$ cat src/design/mcs_pkg.sv
// Package with the constants, phase codes and register indexes of the motor cycle sequencer.
package mcs_pkg;

    localparam int unsigned CfgWidth   = 14;
    localparam int unsigned CfgCount   = 8;
    localparam int unsigned CfgIdxW    = 3;
    localparam int unsigned RpmWidth   = 14;
    localparam int unsigned TimerWidth = 14;
    localparam int unsigned CountWidth = 32;
    localparam int unsigned ModWidth   = 4;
    localparam int unsigned PhaseWidth = 3;
    localparam int unsigned DutyWidth  = 7;
    localparam int unsigned InDataW    = 16;
    localparam int unsigned OutDataW   = 48;

    typedef logic [CfgWidth-1:0]   cfg_word_t;
    typedef logic [TimerWidth-1:0] timer_t;
    typedef logic [PhaseWidth-1:0] phase_t;
    typedef logic [DutyWidth-1:0]  duty_t;

    // Phase codes.
    localparam phase_t PH_RESET  = 3'd0;
    localparam phase_t PH_FWD    = 3'd1;
    localparam phase_t PH_SPAUSE = 3'd2;
    localparam phase_t PH_BWD    = 3'd3;
    localparam phase_t PH_EPAUSE = 3'd4;
    localparam phase_t PH_ERROR  = 3'd5;

    // Register indexes.
    localparam logic [CfgIdxW-1:0] CFG_RESET_HALF  = 3'd0;
    localparam logic [CfgIdxW-1:0] CFG_FORWARD     = 3'd1;
    localparam logic [CfgIdxW-1:0] CFG_SHORT_PAUSE = 3'd2;
    localparam logic [CfgIdxW-1:0] CFG_BACKWARD    = 3'd3;
    localparam logic [CfgIdxW-1:0] CFG_END_PAUSE   = 3'd4;
    localparam logic [CfgIdxW-1:0] CFG_CHECK_DELAY = 3'd5;
    localparam logic [CfgIdxW-1:0] CFG_COOLDOWN    = 3'd6;
    localparam logic [CfgIdxW-1:0] CFG_MIN_RPM     = 3'd7;

    // Register values after reset.
    localparam cfg_word_t RST_RESET_HALF  = 14'd30;
    localparam cfg_word_t RST_FORWARD     = 14'd30;
    localparam cfg_word_t RST_SHORT_PAUSE = 14'd10;
    localparam cfg_word_t RST_BACKWARD    = 14'd35;
    localparam cfg_word_t RST_END_PAUSE   = 14'd50;
    localparam cfg_word_t RST_CHECK_DELAY = 14'd10;
    localparam cfg_word_t RST_COOLDOWN    = 14'd6000;
    localparam cfg_word_t RST_MIN_RPM     = 14'd100;

    // Fixed drive duties and cycle constants.
    localparam duty_t DUTY_RESET = 7'd99;
    localparam duty_t DUTY_FWD   = 7'd70;
    localparam duty_t DUTY_BWD   = 7'd64;
    localparam duty_t DUTY_OFF   = 7'd0;
    localparam timer_t STALL_WINDOW_END = 14'd20;
    localparam timer_t TIMER_MAX        = 14'h3FFF;
    localparam logic [ModWidth-1:0] SAVE_LAST = 4'd11;

endpackage

$ cat src/design/motor_cycle_sequencer.sv
// Top level of the motor cycle sequencer: tick input, phase logic and result register.
//
// One input transfer is one 100 ms tick: s_tdata carries the measured speed and the
// pause switch. For every accepted tick the block returns exactly one result transfer
// on the m_ channel with the phase after the tick, the drive command (direction, duty,
// in_motion), the error display flag, the completed-cycle count and a save request
// that pulses on every twelfth completed cycle.
// The tick first lands in an input register; the phase and timer update is a short
// block of compares and counter steps between that register and the result register.
// The result is registered and offered from the result register; a new tick is taken
// in every cycle while m_tready stays high, so the sustained rate is one tick per cycle.
// The phase, timer and cycle counters advance when a tick moves from the input
// register into the result register, so ticks are handled strictly in order.
// When the receiver holds m_tready low, the result stays in the output register and
// the input register still takes one more tick; s_tready falls only when both are full.
// The configuration port writes one of eight 14-bit limit registers per cycle with
// cfg_wr_en; it is meant to be used only while no tick is in flight.
// Synchronous reset (aresetn low) empties both registers, loads the default limits,
// puts the sequence at the start of the first reset run and clears all counters.
module motor_cycle_sequencer
    import mcs_pkg::*;
(
    input  logic                aclk,
    input  logic                aresetn,
    // Input ticks.
    input  logic                s_tvalid,
    output logic                s_tready,
    input  logic [InDataW-1:0]  s_tdata,   // [13:0] measured_rpm, [14] paused, [15] zero
    // Results.
    output logic                m_tvalid,
    input  logic                m_tready,
    output logic [OutDataW-1:0] m_tdata,   // [2:0] phase, [3] direction,
                                           // [10:4] duty_percent, [11] in_motion,
                                           // [12] show_error, [44:13] cycle_count,
                                           // [45] save_request, [47:46] zero
    // Configuration writes.
    input  logic                cfg_wr_en,
    input  logic [CfgIdxW-1:0]  cfg_index,
    input  logic [CfgWidth-1:0] cfg_wdata
);

    // Limit registers.
    cfg_word_t cfg_reg [CfgCount];

    // Input register.
    logic                in_vld_reg;
    logic [RpmWidth-1:0] in_rpm_reg;
    logic                in_paused_reg;

    // Sequence state.
    phase_t                phase_reg;
    timer_t                timer_reg;
    logic [CountWidth-1:0] cycles_reg;
    logic [ModWidth-1:0]   mod12_reg;

    // Result register.
    logic                out_vld_reg;
    logic [OutDataW-1:0] out_data_reg;

    // Combinational next values.
    phase_t                phase_next;
    timer_t                timer_next;
    logic [CountWidth-1:0] cycles_next;
    logic [ModWidth-1:0]   mod12_next;
    logic                  dir;
    duty_t                 duty;
    logic                  motion;
    logic                  save;
    logic                  advance;

    // Sums of the reset run are formed one bit wider so they cannot wrap.
    logic [CfgWidth:0] half_twice;
    logic [CfgWidth:0] half_plus_chk;
    logic [CfgWidth:0] timer_wide;
    logic              slow;
    logic              in_window;

    // A tick leaves the input register when the result register is free or being drained.
    assign advance  = in_vld_reg && (!out_vld_reg || m_tready);
    assign s_tready = !in_vld_reg || advance;
    assign m_tvalid = out_vld_reg;
    assign m_tdata  = out_data_reg;

    always_ff @(posedge aclk) begin
        if (!aresetn) begin
            cfg_reg[CFG_RESET_HALF]  <= RST_RESET_HALF;
            cfg_reg[CFG_FORWARD]     <= RST_FORWARD;
            cfg_reg[CFG_SHORT_PAUSE] <= RST_SHORT_PAUSE;
            cfg_reg[CFG_BACKWARD]    <= RST_BACKWARD;
            cfg_reg[CFG_END_PAUSE]   <= RST_END_PAUSE;
            cfg_reg[CFG_CHECK_DELAY] <= RST_CHECK_DELAY;
            cfg_reg[CFG_COOLDOWN]    <= RST_COOLDOWN;
            cfg_reg[CFG_MIN_RPM]     <= RST_MIN_RPM;
        end else if (cfg_wr_en) begin
            cfg_reg[cfg_index] <= cfg_wdata;
        end
    end

    always_ff @(posedge aclk) begin
        if (!aresetn) begin
            in_vld_reg <= 1'b0;
        end else if (s_tready) begin
            in_vld_reg <= s_tvalid;
        end
    end

    always_ff @(posedge aclk) begin
        if (s_tvalid && s_tready) begin
            in_rpm_reg    <= s_tdata[RpmWidth-1:0];
            in_paused_reg <= s_tdata[RpmWidth];
        end
    end

    assign half_twice    = {1'b0, cfg_reg[CFG_RESET_HALF]} + {1'b0, cfg_reg[CFG_RESET_HALF]};
    assign half_plus_chk = {1'b0, cfg_reg[CFG_RESET_HALF]} + {1'b0, cfg_reg[CFG_CHECK_DELAY]};
    assign timer_wide    = {1'b0, timer_reg};
    assign slow          = in_rpm_reg < cfg_reg[CFG_MIN_RPM];
    // The run phases only check for a stall between the check delay and tick 20.
    assign in_window     = (timer_reg > cfg_reg[CFG_CHECK_DELAY]) &&
                           (timer_reg < STALL_WINDOW_END);

    always_comb begin
        phase_next  = phase_reg;
        timer_next  = timer_reg;
        cycles_next = cycles_reg;
        mod12_next  = mod12_reg;
        dir         = 1'b0;
        duty        = DUTY_OFF;
        motion      = 1'b0;
        save        = 1'b0;

        // A paused tick freezes the phase and the timer and stops the motor.
        if (!in_paused_reg) begin
            case (phase_reg)
                PH_RESET: begin
                    if (timer_reg <= cfg_reg[CFG_RESET_HALF]) begin
                        // Forward half of the first reset run.
                        dir    = 1'b1;
                        duty   = DUTY_RESET;
                        motion = 1'b1;
                        if (timer_reg > cfg_reg[CFG_CHECK_DELAY] && slow) begin
                            phase_next = PH_ERROR;
                        end
                    end else if (timer_wide <= half_twice) begin
                        // Backward half of the first reset run.
                        duty   = DUTY_RESET;
                        motion = 1'b1;
                        if (timer_wide > half_plus_chk && slow) begin
                            phase_next = PH_ERROR;
                        end
                    end else begin
                        phase_next = PH_FWD;
                    end
                end
                PH_FWD: begin
                    if (timer_reg <= cfg_reg[CFG_FORWARD]) begin
                        dir    = 1'b1;
                        duty   = DUTY_FWD;
                        motion = 1'b1;
                        if (in_window && slow) begin
                            phase_next = PH_ERROR;
                        end
                    end else begin
                        phase_next = PH_SPAUSE;
                    end
                end
                PH_SPAUSE: begin
                    if (timer_reg > cfg_reg[CFG_SHORT_PAUSE]) begin
                        phase_next = PH_BWD;
                    end
                end
                PH_BWD: begin
                    if (timer_reg <= cfg_reg[CFG_BACKWARD]) begin
                        duty   = DUTY_BWD;
                        motion = 1'b1;
                        if (in_window && slow) begin
                            phase_next = PH_ERROR;
                        end
                    end else begin
                        // The end of a backward run completes one cycle.
                        phase_next  = PH_EPAUSE;
                        cycles_next = cycles_reg + 1'b1;
                        if (mod12_reg >= SAVE_LAST) begin
                            mod12_next = '0;
                            save       = 1'b1;
                        end else begin
                            mod12_next = mod12_reg + 1'b1;
                        end
                    end
                end
                PH_EPAUSE: begin
                    if (timer_reg > cfg_reg[CFG_END_PAUSE]) begin
                        phase_next = PH_FWD;
                    end
                end
                PH_ERROR: begin
                    if (timer_reg > cfg_reg[CFG_COOLDOWN]) begin
                        phase_next = PH_RESET;
                    end
                end
                default: begin
                    // An unused phase code restarts the first reset run.
                    phase_next = PH_RESET;
                    dir        = 1'b1;
                    duty       = DUTY_RESET;
                    motion     = 1'b1;
                end
            endcase

            // The tick that detects a stall already stops the motor.
            if (phase_next == PH_ERROR && phase_reg != PH_ERROR) begin
                dir    = 1'b0;
                duty   = DUTY_OFF;
                motion = 1'b0;
            end

            // Entering a phase clears the timer; otherwise it counts up and saturates.
            if (phase_next != phase_reg) begin
                timer_next = '0;
            end else if (timer_reg != TIMER_MAX) begin
                timer_next = timer_reg + 1'b1;
            end
        end
    end

    always_ff @(posedge aclk) begin
        if (!aresetn) begin
            phase_reg  <= PH_RESET;
            timer_reg  <= '0;
            cycles_reg <= '0;
            mod12_reg  <= '0;
        end else if (advance) begin
            phase_reg  <= phase_next;
            timer_reg  <= timer_next;
            cycles_reg <= cycles_next;
            mod12_reg  <= mod12_next;
        end
    end

    always_ff @(posedge aclk) begin
        if (!aresetn) begin
            out_vld_reg <= 1'b0;
        end else if (advance) begin
            out_vld_reg <= 1'b1;
        end else if (m_tready) begin
            out_vld_reg <= 1'b0;
        end
    end

    always_ff @(posedge aclk) begin
        if (advance) begin
            out_data_reg <= {2'b00, save, cycles_next, (phase_next == PH_ERROR),
                             motion, duty, dir, phase_next};
        end
    end

    // A save request only goes out on the tick that enters the end pause.
    assert property (@(posedge aclk) disable iff (!aresetn)
        (m_tvalid && m_tdata[45]) |-> (m_tdata[2:0] == PH_EPAUSE))
        else $error("save request outside the end pause entry");

    // A commanded run always carries a nonzero duty, and a stop carries none.
    assert property (@(posedge aclk) disable iff (!aresetn)
        m_tvalid |-> (m_tdata[11] == (m_tdata[10:4] != DUTY_OFF)))
        else $error("duty and in_motion disagree");

    // A paused tick leaves the phase and the timer untouched.
    assert property (@(posedge aclk) disable iff (!aresetn)
        (advance && in_paused_reg) |=> ($stable(phase_reg) && $stable(timer_reg)))
        else $error("sequence moved on a paused tick");

    // The cycle count only moves when a backward run ends.
    assert property (@(posedge aclk) disable iff (!aresetn)
        (advance && !(phase_reg == PH_BWD && phase_next == PH_EPAUSE))
            |=> $stable(cycles_reg))
        else $error("cycle count changed outside a cycle end");

endmodule

$ cat config.mk
export PLATFORM = sky130hd
export DESIGN_NAME = motor_cycle_sequencer
export DESIGN_NICKNAME = d
export VERILOG_FILES = /design/src/design/mcs_pkg.sv /design/src/design/motor_cycle_sequencer.sv
export SDC_FILE = /design/constraint.sdc
export NUM_CORES = 1
export LEC_CHECK = 0
export BUFFER_PORTS_ARGS = -buffer_cell sky130_fd_sc_hd__buf_2
export CORE_MARGIN = 10
export CORE_UTILIZATION = 45
export DETAILED_ROUTE_END_ITERATION = 16
export PLACE_DENSITY_LB_ADDON = 0.15
export SYNTH_ARGS = -nofsm -noshare
export SYNTH_HDL_FRONTEND = slang
export SYNTH_SLANG_ARGS = --single-unit
$ cat constraint.sdc
create_clock -name aclk -period 4.7 [get_ports aclk]
set_input_delay 0.94 -clock aclk [delete_from_list [all_inputs] [get_ports aclk]]
set_output_delay 0.94 -clock aclk [all_outputs]
set_load 0.02 [all_outputs]
==> out/results.ini <==
[synth]
yosys.area.top_type=edfxtp_1
ys_seq_area_frac=0.459
synth_seq_cells=224
postSynthCellCount=1320
synth-edff-count=169
yosysUniqueCellTypes=71
synth_warnings=0
yosys-top-cells-count=edfxtp_1, ha_1, inv_1
syn_area_per_cell_um2=10.2
synth.top_cells.by_area=edfxtp_1, ha_1, dfxtp_1, and2_1, inv_1
netlist.area_leader.share=0.377
synth_ff_type=edfxtp_1
synth.most_common_cell=edfxtp_1
netlist_area_um2=13400
synthArstFlopShare=0

[floorplan]
start_util=0.455
die_h_um=193
die_area_um2=37200
core_um2=29600
row_count=63
io_pins=88
die_x_um=193

[detailed_routing]
vias=10100
wl_met1_um=15500
top_layer=met4
drt-total-wl_um=34300
dr.pass1.iters=5
ant_nets=0
met3_length_um=2100
drt_iter0_markers=595
route.met2.wl_um=15800
vias_per_cell=5.41
wire_per_inst_um=18.4
drcViolationCount=0

[worst_setup_path]
worst_ep_required_time_ns=5.12
cp_cell_sequence=ha_1, a21o_1, a21oi_2, o21bai_1, a21oi_2, o21bai_2, a211oi_2, o21ai_1, a31o_2, a21oi_2, xor2_1, ha_1, nand3_2, nor3_2, a221o_1, a31o_2, a211oi_4, o211a_1, o31a_1, a21oi_4, buf_6, and4_1, o21a_1
start_kind=flip-flop
r2r_setup_slack_ns=0.02
cp_slowest_cell=edfxtp_1
rr_worst_depth=23
end_kind=flip-flop
rr_startpoint=cfg_reg[5][1]
reg2reg_to=timer_reg[3]
cp.arrival_ns=5.10
critPathMaxFanout=5
worstSetupPathType=reg2reg
cp_common_cell=a21oi_2
slowest_delay_ns=0.39

[timing]
maxSlewHeadroom=0.413
rsz0062_at_grt=true
hold_violations=0
whs_ns=0.497
post-route-period-util=0.996
finalSetupViolations=0
max_clock_freq_mhz=214
clock_skew_ns=0.0275
maxSlewViolCount=0
period_needed_ns=4.68
worst_pin_slew_ns=0.880

[cells_and_area]
nets=1652
layout-drive-gt1-share=0.144
post-route-util=0.525
largest_reg_flops=112
final_cell_area_um2=15500
antenna_cells=0
syn_to_final_growth_pct=15.4

[clock_tree]
cts_buffers=26
holdBufCountCts=0
root_buffer=clkbuf_16
clk_latency_ns=0.54
ctsHtreeMaxLevel=1
numClockSinks=224
cts_tree=yes
path_clk_slew_ns=0.06
cts_buffer_depth=3

[hold_path]
holdPathEnd=mod12_reg[3]
worstHoldStart=mod12_reg[3]
hold_path_class=reg2reg
hold-path-cell-count=2

[power]
p_total_mw=4.62
power_density_nw_per_um2=297
p_leak_nw=6.62
ir_drop_uv=325

[placed_design]
place_area_um2=14600
gp_congestion=0.882
io_buffers=82
hpwl_um=25100

[grt]
grt_overflow_total=0
grt_use_total=0.184
grt_first_pass_wirelength_um=53700
antenna_found_initial=1
grt_pass1_vias=9949
grt_max_degree=47

[job]
cap_violations=0

[run_status]
status=completed

report_power, final:
group	internal, mW	total (mW)	switching, mW
Sequential	2.22	2.26	0.0371
Clock	1.03	1.83	0.798
Combinational	0.206	0.531	0.325
Total	3.46	4.62	1.16
cell type report:
cell class,instances,area (um2)
sequential,224,6180
fill,2708,14000
multi-input combinational,935,6730
tap,390,488
inverter,126,473
timing repair buffer,145,895
clock inverter,13,75.1
clock buffer,34,691
cell families (layout without fill, tap and decap cells):
family	Yosys count	count (layout)	share of synthesized area
compound gates	225	225	0.109
xor+xnor	69	69	0.0449
fa+ha+maj	156	156	0.146
buf+inv	164	318	0.0484
flops	224	224	0.459
mux	4	4	0.00316
other cells	1	4	0.000279
simple gates	477	477	0.189
critical path: cells and delay by family (launching register included):
kind | cells | cell delay [ns]
AOI/OAI and AO/OA | 16 | 2.94
adders and majority gates | 2 | 0.57
DFF | 1 | 0.39
and+or+nand+nor | 3 | 0.32
xor gates and xnor gates | 1 | 0.16
buffers and inverters | 1 | 0.15
how the worst max path moves through the flow:
stage | startpoint | endpoint
2_1_floorplan | cfg_reg[5][1] | timer_reg[3]
3_3_place_gp | cfg_reg[5][1] | timer_reg[3]
3_5_place_dp | cfg_reg[5][1] | m_tdata[10]
4_1_cts | cfg_reg[5][1] | timer_reg[4]
5_1_grt | cfg_reg[5][1] | timer_reg[3]
6_report | cfg_reg[5][1] | timer_reg[3]
per-stage QoR:
step | std cells | TNS [ns] | setup slack (ns)
2_1_floorplan | 1323 | 0 | 0.134
4_1_cts | 1867 | 0 | 0.0371
6_report | 1867 | 0 | 0.0194
3_3_place_gp | 1815 | -5.24 | -0.343
5_1_grt | 1867 | -1.08 | -0.136
3_5_place_dp | 1815 | -8.40 | -0.489
what timing repair did:
action	4_1_cts	5_1_grt
resized for setup	16	12
pin swaps	11	8
setup buffers	6	3
setup endpoints to repair	24	22
layer usage:
layer / vias up / track usage
met5: - / 0
met4: 0 / 0.0632
met3: 62 / 0.0258
met2: 269 / 0.294
met1: 4751 / 0.251
li1: 5026 / -
cell usage in the layout (no fill, tap or decap), drive strengths merged, types with 24 or more instances in the layout:
master,instances
nor3,31
nand3,56
nor2,87
inv,127
ha,155
o21ai,53
xor2,33
nand2,69
nand4,30
xnor2,36
and2,92
dfxtp,55
a21oi,67
buf,145
nand2b,24
clkbuf,34
edfxtp,169
or3,29
(Power assumes the default switching activity.)
